--- src/rtl/core/iordt_pkg.sv ---
// shared types, codes and constants of the i/o range decoder table
package iordt_pkg;

	localparam int TABLE_SLOTS_DEF = 16;
	localparam int ADDR_BITS_DEF   = 16;
	localparam int FIELD_W         = 16;
	localparam int SLOT_W          = 4;

	// command codes
	localparam logic [1:0] CMD_MAP   = 2'd0;
	localparam logic [1:0] CMD_UNMAP = 2'd1;
	localparam logic [1:0] CMD_READ  = 2'd2;
	localparam logic [1:0] CMD_WRITE = 2'd3;

	// status codes
	localparam logic [1:0] STS_OK      = 2'd0;
	localparam logic [1:0] STS_OVERLAP = 2'd1;
	localparam logic [1:0] STS_FULL    = 2'd2;
	localparam logic [1:0] STS_NODEV   = 2'd3;

	localparam logic [1:0]         WIDTH_WORD = 2'd2;
	localparam logic [FIELD_W-1:0] FILL_BYTE  = 16'h00FF;
	localparam logic [FIELD_W-1:0] FILL_WORD  = 16'hFFFF;

	typedef struct packed {
		logic [1:0]         cmd;
		logic [FIELD_W-1:0] port_addr;
		logic [FIELD_W-1:0] range_end;
		logic [FIELD_W-1:0] write_value;
		logic [1:0]         access_width;
		logic [31:0]        release_id;
	} req_t;

	typedef struct packed {
		logic [1:0]         status;
		logic [31:0]        mapping_id;
		logic               hit;
		logic [SLOT_W-1:0]  slot;
		logic [FIELD_W-1:0] fwd_addr;
		logic [FIELD_W-1:0] fwd_value;
		logic [1:0]         fwd_width;
		logic               fwd_is_write;
		logic [FIELD_W-1:0] fill_value;
		logic               error_seen;
	} rsp_t;

	typedef enum logic [1:0] {
		ST_IDLE,
		ST_SCAN,
		ST_FINISH
	} state_t;

endpackage

--- src/rtl/core/iordt_table_mem.sv ---
// range table storage: one write port, one registered read port
module iordt_table_mem #(
	parameter int DEPTH = iordt_pkg::TABLE_SLOTS_DEF,
	parameter int WIDTH = 2 * iordt_pkg::ADDR_BITS_DEF
) (
	input  logic                     clk,
	input  logic                     rd_en,
	input  logic [$clog2(DEPTH)-1:0] rd_addr,
	output logic [WIDTH-1:0]         rd_data,
	input  logic                     wr_en,
	input  logic [$clog2(DEPTH)-1:0] wr_addr,
	input  logic [WIDTH-1:0]         wr_data
);

	logic [WIDTH-1:0] mem [DEPTH];

	always_ff @(posedge clk) begin
		if (wr_en) begin
			mem[wr_addr] <= wr_data;
		end
	end

	always_ff @(posedge clk) begin
		if (rd_en) begin
			rd_data <= mem[rd_addr];
		end
	end

endmodule

--- src/rtl/core/io_range_decoder_table_unit.sv ---
// top level of the i/o range decoder table: scan controller and result register
//
// usage
// - req channel (req_valid / req_stall / req): one command word per item,
//   map a range, unmap an id, or a read / write access to look up
// - rsp channel (rsp_valid / rsp_stall / rsp): exactly one result word per item
// - an item is taken only while the unit is idle; it then reads the table
//   memory one slot per cycle through the single read port up to the
//   high-water mark, and the result is loaded into the output register
//   in the final cycle
// - unmap frees matching slots during the scan (write-back trails the read
//   by one slot, so the two never touch the same entry); a map writes its
//   slot in the final cycle, before the next item can issue a read
// - a finished result sits in the output register; a new item is taken
//   while it waits, and the next result holds in the final cycle until the
//   register frees up
// - reset clears the high-water mark, the sticky error flag and the
//   handshake state; table entries need no clearing since only slots below
//   the high-water mark are ever read
module io_range_decoder_table_unit #(
	parameter int TABLE_SLOTS = iordt_pkg::TABLE_SLOTS_DEF,
	parameter int ADDR_BITS   = iordt_pkg::ADDR_BITS_DEF
) (
	input  logic             clk,
	input  logic             arst_n,
	input  logic             req_valid,
	output logic             req_stall,
	input  iordt_pkg::req_t  req,
	output logic             rsp_valid,
	input  logic             rsp_stall,
	output iordt_pkg::rsp_t  rsp
);

	localparam int IDX_W = $clog2(TABLE_SLOTS);
	localparam int CNT_W = $clog2(TABLE_SLOTS + 1);
	localparam int ENT_W = 2 * ADDR_BITS;

	iordt_pkg::state_t state_q, state_d;

	// held command word
	iordt_pkg::req_t req_q;

	// scan control
	logic [CNT_W-1:0] scan_idx_q;
	logic [CNT_W-1:0] used_q, used_d;
	logic             err_q, err_d;
	logic             vld_s1;
	logic [IDX_W-1:0] idx_s1;

	// scan findings
	logic             ovl_q;
	logic             free_q;
	logic [IDX_W-1:0] free_idx_q;
	logic             hit_q;
	logic [IDX_W-1:0] hit_idx_q;

	// output register
	logic            rsp_valid_q;
	iordt_pkg::rsp_t rsp_q, rsp_d;
	logic            rsp_load;

	// memory ports
	logic             issue;
	logic [IDX_W-1:0] rd_addr;
	logic [ENT_W-1:0] rd_data;
	logic             mem_we;
	logic [IDX_W-1:0] mem_waddr;
	logic [ENT_W-1:0] mem_wdata;
	logic             scan_we;
	logic             map_we;
	logic [IDX_W-1:0] map_idx;

	// masked request fields and entry decode
	logic [ADDR_BITS-1:0] addr_m, rend_m;
	logic [ADDR_BITS-1:0] ent_start, ent_end;
	logic [31:0]          ent_id, new_id;
	logic                 ent_live;

	assign addr_m    = req_q.port_addr[ADDR_BITS-1:0];
	assign rend_m    = req_q.range_end[ADDR_BITS-1:0];
	assign new_id    = {16'(rend_m), 16'(addr_m)};
	assign ent_start = rd_data[ADDR_BITS-1:0];
	assign ent_end   = rd_data[ENT_W-1:ADDR_BITS];
	// the id is rebuilt from the stored range; a freed slot holds 0..0
	assign ent_id    = {16'(ent_end), 16'(ent_start)};
	assign ent_live  = (ent_id != 32'd0);

	assign issue   = (state_q == iordt_pkg::ST_SCAN) && (scan_idx_q < used_q);
	assign rd_addr = scan_idx_q[IDX_W-1:0];

	assign req_stall = (state_q != iordt_pkg::ST_IDLE);
	assign rsp_valid = rsp_valid_q;
	assign rsp       = rsp_q;

	iordt_table_mem #(
		.DEPTH (TABLE_SLOTS),
		.WIDTH (ENT_W)
	) u_mem (
		.clk     (clk),
		.rd_en   (issue),
		.rd_addr (rd_addr),
		.rd_data (rd_data),
		.wr_en   (mem_we),
		.wr_addr (mem_waddr),
		.wr_data (mem_wdata)
	);

	// state register
	always_ff @(posedge clk or negedge arst_n) begin
		if (!arst_n) begin
			state_q <= iordt_pkg::ST_IDLE;
		end else begin
			state_q <= state_d;
		end
	end

	// next state, memory write selection
	always_comb begin
		state_d  = state_q;
		scan_we  = 1'b0;
		rsp_load = 1'b0;
		unique case (state_q)
			iordt_pkg::ST_IDLE: begin
				if (req_valid) begin
					state_d = iordt_pkg::ST_SCAN;
				end
			end
			iordt_pkg::ST_SCAN: begin
				// unmap write-back one slot behind the read
				if (vld_s1 && req_q.cmd == iordt_pkg::CMD_UNMAP
						&& ent_id == req_q.release_id) begin
					scan_we = 1'b1;
				end
				if (!issue) begin
					state_d = iordt_pkg::ST_FINISH;
				end
			end
			iordt_pkg::ST_FINISH: begin
				if (!rsp_valid_q || !rsp_stall) begin
					rsp_load = 1'b1;
					state_d  = iordt_pkg::ST_IDLE;
				end
			end
			default: begin
				state_d = iordt_pkg::ST_IDLE;
			end
		endcase
	end

	assign mem_we    = scan_we || (rsp_load && map_we);
	assign mem_waddr = scan_we ? idx_s1 : map_idx;
	assign mem_wdata = scan_we ? '0 : {rend_m, addr_m};

	// result word from the scan findings
	always_comb begin
		rsp_d   = '0;
		err_d   = err_q;
		used_d  = used_q;
		map_we  = 1'b0;
		map_idx = free_idx_q;
		case (req_q.cmd) inside
			iordt_pkg::CMD_MAP: begin
				if (ovl_q) begin
					rsp_d.status = iordt_pkg::STS_OVERLAP;
					err_d        = 1'b1;
				end else if (free_q) begin
					// lowest freed slot below the high-water mark
					map_we  = 1'b1;
					map_idx = free_idx_q;
				end else if (used_q < CNT_W'(TABLE_SLOTS)) begin
					// append at the high-water mark
					map_we  = 1'b1;
					map_idx = used_q[IDX_W-1:0];
					used_d  = CNT_W'(used_q + 1'b1);
				end else begin
					rsp_d.status = iordt_pkg::STS_FULL;
					err_d        = 1'b1;
				end
				if (map_we) begin
					rsp_d.mapping_id = new_id;
					rsp_d.slot       = iordt_pkg::SLOT_W'(map_idx);
				end
			end
			iordt_pkg::CMD_UNMAP: begin
				rsp_d.status = iordt_pkg::STS_OK;
			end
			iordt_pkg::CMD_READ, iordt_pkg::CMD_WRITE: begin
				rsp_d.fwd_addr     = iordt_pkg::FIELD_W'(addr_m);
				rsp_d.fwd_width    = req_q.access_width;
				rsp_d.fwd_is_write = (req_q.cmd == iordt_pkg::CMD_WRITE);
				if (req_q.cmd == iordt_pkg::CMD_WRITE) begin
					rsp_d.fwd_value = req_q.write_value;
				end
				if (hit_q) begin
					rsp_d.hit  = 1'b1;
					rsp_d.slot = iordt_pkg::SLOT_W'(hit_idx_q);
				end else begin
					rsp_d.status = iordt_pkg::STS_NODEV;
					err_d        = 1'b1;
					if (req_q.cmd == iordt_pkg::CMD_READ) begin
						rsp_d.fill_value = (req_q.access_width == iordt_pkg::WIDTH_WORD)
							? iordt_pkg::FILL_WORD : iordt_pkg::FILL_BYTE;
					end
				end
			end
			default: begin
				rsp_d.status = iordt_pkg::STS_OK;
			end
		endcase
		rsp_d.error_seen = err_d;
	end

	// control registers and scan flags
	always_ff @(posedge clk or negedge arst_n) begin
		if (!arst_n) begin
			scan_idx_q  <= '0;
			used_q      <= '0;
			err_q       <= 1'b0;
			vld_s1      <= 1'b0;
			ovl_q       <= 1'b0;
			free_q      <= 1'b0;
			hit_q       <= 1'b0;
			rsp_valid_q <= 1'b0;
		end else begin
			if (state_q == iordt_pkg::ST_IDLE && req_valid) begin
				scan_idx_q <= '0;
				vld_s1     <= 1'b0;
				ovl_q      <= 1'b0;
				free_q     <= 1'b0;
				hit_q      <= 1'b0;
			end else if (state_q == iordt_pkg::ST_SCAN) begin
				vld_s1 <= issue;
				if (issue) begin
					scan_idx_q <= CNT_W'(scan_idx_q + 1'b1);
				end
				if (vld_s1) begin
					if (ent_live && ent_start <= rend_m && addr_m <= ent_end) begin
						ovl_q <= 1'b1;
					end
					if (!ent_live) begin
						free_q <= 1'b1;
					end
					if (ent_live && ent_start <= addr_m && addr_m <= ent_end) begin
						hit_q <= 1'b1;
					end
				end
			end
			if (rsp_load) begin
				used_q      <= used_d;
				err_q       <= err_d;
				rsp_valid_q <= 1'b1;
			end else if (!rsp_stall) begin
				rsp_valid_q <= 1'b0;
			end
		end
	end

	// payload registers
	always_ff @(posedge clk) begin
		if (state_q == iordt_pkg::ST_IDLE && req_valid) begin
			req_q <= req;
		end
		if (issue) begin
			idx_s1 <= rd_addr;
		end
		if (state_q == iordt_pkg::ST_SCAN && vld_s1) begin
			// first free slot wins, last hit wins
			if (!ent_live && !free_q) begin
				free_idx_q <= idx_s1;
			end
			if (ent_live && ent_start <= addr_m && addr_m <= ent_end) begin
				hit_idx_q <= idx_s1;
			end
		end
		if (rsp_load) begin
			rsp_q <= rsp_d;
		end
	end

	// checks
	a_used_bound: assert property (@(posedge clk) disable iff (!arst_n)
		used_q <= CNT_W'(TABLE_SLOTS))
		else $error("high-water mark beyond table size");

	a_err_sticky: assert property (@(posedge clk) disable iff (!arst_n)
		err_q |=> err_q)
		else $error("sticky error flag cleared");

	a_scan_write_unmap: assert property (@(posedge clk) disable iff (!arst_n)
		(mem_we && state_q == iordt_pkg::ST_SCAN) |-> req_q.cmd == iordt_pkg::CMD_UNMAP)
		else $error("table write during scan of a non-unmap command");

	a_hit_ok: assert property (@(posedge clk) disable iff (!arst_n)
		(rsp_valid_q && rsp_q.hit) |-> (rsp_q.status == iordt_pkg::STS_OK
			&& rsp_q.mapping_id == 32'd0))
		else $error("hit word with bad status or id");

endmodule
--- config.mk ---
export PLATFORM = sky130hd
export DESIGN_NAME = io_range_decoder_table_unit
export DESIGN_NICKNAME = d
export VERILOG_FILES = /design/src/rtl/core/iordt_pkg.sv /design/src/rtl/core/iordt_table_mem.sv /design/src/rtl/core/io_range_decoder_table_unit.sv
export SDC_FILE = /design/constraint.sdc
export NUM_CORES = 1
export LEC_CHECK = 0
export BUFFER_PORTS_ARGS = -buffer_cell sky130_fd_sc_hd__buf_2
export CAP_MARGIN = 10
export CORE_MARGIN = 4
export CORE_UTILIZATION = 45
export DETAILED_ROUTE_END_ITERATION = 10
export PLACE_DENSITY_LB_ADDON = 0.15
export SYNTH_ARGS = -nofsm -noshare
export SYNTH_HDL_FRONTEND = slang
export SYNTH_SLANG_ARGS = --single-unit
--- constraint.sdc ---
create_clock -name clk -period 9.5 [get_ports clk]
set_clock_uncertainty 0.15 [all_clocks]
set_input_delay 0.95 -clock clk [delete_from_list [all_inputs] [get_ports clk]]
set_output_delay 0.95 -clock clk [all_outputs]
set_load 0.01 [all_outputs]
==> Word level (Yosys, flattened, before mapping) <==
Memory sizes are Yosys's and may differ from the RTL's. A register that Yosys moved wholly into a read port is not among the register bits.
Cells that the tools add are included.
{ "totals": {"out_inout_bits": 93, "word_cells": 152, "memories": 1, "register_bits": 205, "ram_bits": 512, "in_bits": 88} }
{ "op_classes": {"n_mux": 60, "eq_ne": 12, "n_addsub": 2, "magnitude_cmp": 5, "bitwise_logic": 5, "n_reduce_logical": 39} }
{ "mem_list": {"columns": ["name", "words", "width", "read_ports", "rd_clocked_by_memory_dff", "write_ports", "line", "text"], "rows": [
  ["u_mem.mem", 16, 32, 1, 1, 1, "iordt_table_mem.sv:15", "logic [WIDTH-1:0] mem [DEPTH];"]
]} }
{ "op_table": {"columns": ["op", "n"], "rows": [
  ["16-bit <= comparator", 3],
  ["4-bit 2-to-1 mux", 9],
  ["1-bit 2-to-1 mux", 34],
  ["32-bit == test", 1],
  ["32-bit 2-to-1 mux", 1],
  ["32-bit nonzero test", 1],
  ["2-bit 2-to-1 mux", 10],
  ["5-bit 2-to-1 mux", 4],
  ["16-bit 2-to-1 mux", 1],
  ["3-bit AND reduction", 4],
  ["2-bit nonzero test", 6],
  ["1-bit logical AND", 11],
  ["5-bit by 1-bit adder with 5-bit output, second input constant", 2],
  ["2-bit == test, second input constant", 4],
  ["2-bit AND reduction", 4],
  ["2-bit inequality test, second input constant", 3],
  ["2-bit case mux with 3 select lines", 1],
  ["5-bit < comparator", 1],
  ["5-bit < comparator, second input constant", 1],
  ["1-bit inverter", 5],
  ["5-bit AND reduction", 1],
  ["5-bit OR reduction", 1],
  ["2-bit by 1-bit == test with 1-bit output, second input constant", 2],
  ["1-bit zero test", 4],
  ["6 further kinds", 9]
]} }

==> Longest topological paths before layout <==
{ "depth": {"depth_word": 10, "depth_mapped": 8, "depth_no_buf": 8} }

==> Cells and area by module <==
Synthesis repeated with hierarchy kept, for this count alone.
{ "hier_totals": {"hier_cells": 1489, "area_unflattened_um2": 28656.2} }
{ "by_module_without_submodules": {"columns": ["mod", "area_each_um2", "instances", "seq_area_each_um2", "cells_per_inst"], "rows": [
  ["iordt_table_mem", 20155.6, 1, 16335.7, 838],
  ["io_range_decoder_table_unit", 8500.7, 1, 5645.4, 651]
]} }

==> Worst setup path before layout <==
No wires, ideal clock.
{ "synth_path": {"path_type": "input port to flip-flop", "from": "input port rsp_stall", "to": "memory u_mem.mem[6][0] (netlist name) (enable)", "setup_slack_ns": 1.526, "required_time_ns": 8.917, "path_buffers": 0, "arrival_time_ns": 7.391, "setup_ns": 0.433, "stages": 3, "cell_sequence": "a21oi_1 -> nand4_1 -> o22ai_1"} }
{ "synth_via": {"elab_chain_cells": 8} }
{ "synth_lines": {"columns": ["element", "line", "text"], "rows": [
  ["start, declared", "io_range_decoder_table_unit.sv:30", "input logic rsp_stall,"],
  ["1-bit zero test", null, null],
  ["1-bit logical OR", "io_range_decoder_table_unit.sv:139", "if (!rsp_valid_q || !rsp_stall) begin"],
  ["1-bit 2-to-1 mux", "io_range_decoder_table_unit.sv:139", null],
  ["1-bit 2-to-1 mux", "io_range_decoder_table_unit.sv:122", "unique case (state_q)"],
  ["1-bit logical AND", "io_range_decoder_table_unit.sv:150", "assign mem_we = scan_we || (rsp_load && map_we);"],
  ["1-bit logical OR", "io_range_decoder_table_unit.sv:150", null],
  ["1-bit 2-to-1 mux", "iordt_table_mem.sv:18", "if (wr_en) begin"],
  ["1-bit 2-to-1 mux (not written as such)", "iordt_table_mem.sv:19", "mem[wr_addr] <= wr_data;"],
  ["end, declared", "iordt_table_mem.sv:15", null]
]} }
No other way between the ends.

==> Worst setup path after layout <==
{ "layout_path": {"from": "register req_q[83] (netlist name)", "to": "memory u_mem.mem[11][26] (netlist name) (enable)"} }
{ "layout_via": {"elab_chain_cells": 8, "word_cells_on_any_way": 13, "cone_classes": "eq/ne: 1; mux: 7; reduce/logical: 5"} }
{ "layout_lines": {"columns": ["element", "line", "text"], "rows": [
  ["start, declared", "io_range_decoder_table_unit.sv:41", "iordt_pkg::req_t req_q;"],
  ["start signal, assigned", "io_range_decoder_table_unit.sv:261", "req_q <= req;"],
  ["2-bit by 1-bit == test with 1-bit output", "io_range_decoder_table_unit.sv:130", "if (vld_s1 && req_q.cmd == iordt_pkg::CMD_UNMAP"],
  ["1-bit logical AND", "io_range_decoder_table_unit.sv:130", null],
  ["1-bit logical AND", "io_range_decoder_table_unit.sv:131", "&& ent_id == req_q.release_id) begin"],
  ["1-bit 2-to-1 mux", "io_range_decoder_table_unit.sv:130", null],
  ["1-bit 2-to-1 mux", "io_range_decoder_table_unit.sv:122", null],
  ["1-bit logical OR", "io_range_decoder_table_unit.sv:150", null],
  ["1-bit 2-to-1 mux", "iordt_table_mem.sv:18", null],
  ["1-bit 2-to-1 mux (not written as such)", "iordt_table_mem.sv:19", null]
]} }
Parallel ways exist; a longest one is shown, timed or not.

==> summary.md <==
| Metric | Value |
|---|---|
| Synthesized area | `28800 µm²` |
| Synth-to-layout area growth | `15.7%` |
| Critical Path Start Type | `register` |
| Final period util | `46.6%` |
| Clk root buf | `clkbuf_16` |
| Lkg Pwr | `11.2 nW` |
| Post-CTS Setup Bufs | `0` |
| Setup TNS | `0 ns` |
| Max H-tree Level | `3` |
| Worst slack, placed | `5.07 ns` |
| Later-pin clock latency in the skew report | `0.60 ns` |
| Max IR drop VDD | `0.159 mV` |
| Asr flop ratio synth | `2.45%` |
| Via/cell ratio | `5.70` |
| Commonest non-fill, non-tap cells in the layout | `717 x edfxtp_1, 180 x buf_2, 160 x mux4_2` |
| Crit path kind | `reg -> reg` |
| Core region area | `63200 µm²` |
| Seq cells post-synth | `735` |
| Hold Buf Count CTS | `0` |
| Outcome | `finished clean` |
| Placer congestion estimate | `0.837` |
| Area of placed instances | `30900 µm²` |
| Routed via count | `14542` |
| DIE WIDTH | `261 µm` |
| CTS Buf Count | `77` |
| Max Root-Sink Buffers | `3` |
| Mapped Nets | `1567` |
| Vias in the first global route | `14781` |
| Most used DFF post-synth | `edfxtp_1` |
| First-pass iteration count of the detailed router | `5` |
| Synth cell types | `51` |
| Worst Tran Pin Value | `1.21 ns` |
| Fin. Hold Viols | `0` |
| Setup violators final | `0` |
| Crit path time final | `4.43 ns` |
| Multi-input logic area | `6520 µm²` |
| Synth Warn # | `0` |
| Starting Density | `45.6%` |
| Worst EP required | `9.61 ns` |
| Unrepaired setup endpoints after global routing | `no` |
| Rows | `92` |
| FILL cells | `4982` |
| DRT iter0 DRCs | `1496` |
| Reg area | `22000 µm²` |
| CTS resizes | `0` |
| Largest net degree at the start of global routing | `96` |
| PortBufs | `180` |
| Worst Path Arrival | `4.54 ns` |
| First-pass GRT wire length | `103 mm` |
| Post-DRT Antenna Nets | `0` |
| DRC viols | `0` |
| Post-synth EDFFs | `717` |
| PnR worst setup slack | `5.07 ns` |
| HP Class | `in -> async` |
| Initial antenna violation count | `7` |
| IO Pins | `181` |
| Max FO, Critical Path | `24` |
| Die Ht | `261 µm` |
| Max Cap Viol | `0` |
| Wirelength, routed | `71.3 mm` |
| Die area | `68200 µm²` |
| Clock sink count | `735` |
| Final HPWL from detailed placement | `43.7 mm` |
| GRT Util Overall | `21.0%` |
| Fin nets | `1792` |
| Fmax | `226 MHz` |
| Power per cell area | `265 nW/µm²` |
| Worst-path clk slew | `0.06 ns` |
| Sequential-to-total area share from yosys stat | `76.3%` |
| CTS tree | `yes` |
| Share of cells above drive strength 1 | `29.7%` |
| Cells after Synth | `1425` |
| Syn avg cell area | `20.2 µm²` |
| Total grt overflow | `0` |
| Drt wl/cell | `28.0 µm` |
| Max Slew Vio Count | `0` |
| Crit. End Element | `register` |
| Final Cell Area | `33300 µm²` |
| Slew HR | `19.0%` |
| Commonest non-fill, non-tap cell in the layout | `edfxtp_1` |
-- Yosys cell counts, types with 10 or more instances --
| library cell | n | share of area, % |
|---|---|---|
| inv_1 | 62 | 0.81 |
| o22ai_1 | 12 | 0.26 |
| a21oi_1 | 19 | 0.33 |
| buf_2 | 17 | 0.30 |
| ha_1 | 54 | 2.3 |
| nor2_1 | 95 | 1.2 |
| mux4_2 | 160 | 13 |
| nand4_1 | 17 | 0.37 |
| nor4_1 | 17 | 0.37 |
| dfrtp_1 | 18 | 1.6 |
| nand2_1 | 28 | 0.36 |
| nand3_1 | 10 | 0.17 |
| o21ai_0 | 17 | 0.30 |
| clkbuf_1 | 30 | 0.39 |
| edfxtp_1 | 717 | 75 |
| xor2_1 | 33 | 1.0 |
| buf_4 | 14 | 0.36 |
| and3_1 | 16 | 0.35 |
-- path summary, 6_finish.rpt --
check / depth (start not counted) / end / start / slack [ns]
setup / recovery: 7 / u_mem.mem[11][26]$_DFFE_PP_ / req_q[83]$_DFFE_PP_ / 5.07
hold / removal: 1 / used_q[0]$_DFFE_PN0P_ / arst_n / 0.14
setup reg to reg: 7 / u_mem.mem[11][26]$_DFFE_PP_ / req_q[83]$_DFFE_PP_ / 5.07
hold reg to reg: 1 / err_q$_DFFE_PN0P_ / err_q$_DFFE_PN0P_ / 0.36
max in group asynchronous: 1 / scan_idx_q[1]$_DFFE_PN0P_ / arst_n / 8.72
min in group clk: 1 / err_q$_DFFE_PN0P_ / err_q$_DFFE_PN0P_ / 0.36
-- cells by family after synthesis --
group           count (synthesis)  share of synthesized area, %
flops                         735                          76.3
xor+xnor                       36                          1.09
simple gates                  221                          3.77
mux                           168                          12.8
fa+ha+maj                      54                          2.34
buf+inv                       128                          1.92
compound gates                 83                          1.83
-- routing by layer --
| metal | GRT usage (%) | wire (µm) |
|---|---|---|
| met5 | 0 | 53 |
| met4 | 5.29 | 1450 |
| met3 | 3.83 | 5280 |
| met2 | 33.2 | 33600 |
| met1 | 30.6 | 30900 |
-- power breakdown --
group	switching, mW	internal [mW]
logic	1.01	0.681
clock network	1.20	1.68
registers	0.253	4.02
-- state kept, by name, indices dropped and copies added, names as in the netlist --
signal and count:
rsp 77, err_q 1, hit_idx_q 4, ovl_q 1, rend_m 16, addr_m 16
vld_s1 1, scan_idx_q 5, idx_s1 4, req_q 52, used_q 5, u_mem.rd_data 32
state_q 2, u_mem.mem 512, free_q 1, rsp_valid 1, hit_q 1, free_idx_q 4
-- through the flow --
step           util [%]  instances  total power [mW]  hold slack (ns)
2_1_floorplan         -       1425              5.38            0.298
3_3_place_gp       49.0       2414              6.01            0.328
3_5_place_dp       49.0       2414              6.04            0.348
4_1_cts            52.7       2546              8.92            0.114
5_1_grt            52.8       2550              9.22            0.147
6_report           52.8       2550              8.84            0.144
-- final cells by class --
class	count	share of cell area (%)
Antenna cell	1	0.00751
Inverter	63	0.717
Sequential cell	735	66.0
Clock inverter	42	1.20
Timing Repair Buffer	211	3.46
Multi-Input combinational cell	562	19.6
Clock buffer	90	5.93
Tap cell	846	3.17
-- critical path: stages (launching register included) --
cell,delay [ns]
edfxtp_1,0.68
nor3_1,0.60
nand3_1,0.51
mux2_2,0.44
nor3_1,0.27
inv_1,0.21
o22ai_4,0.78
buf_4,0.43
Power figures use the tool's default switching activity.
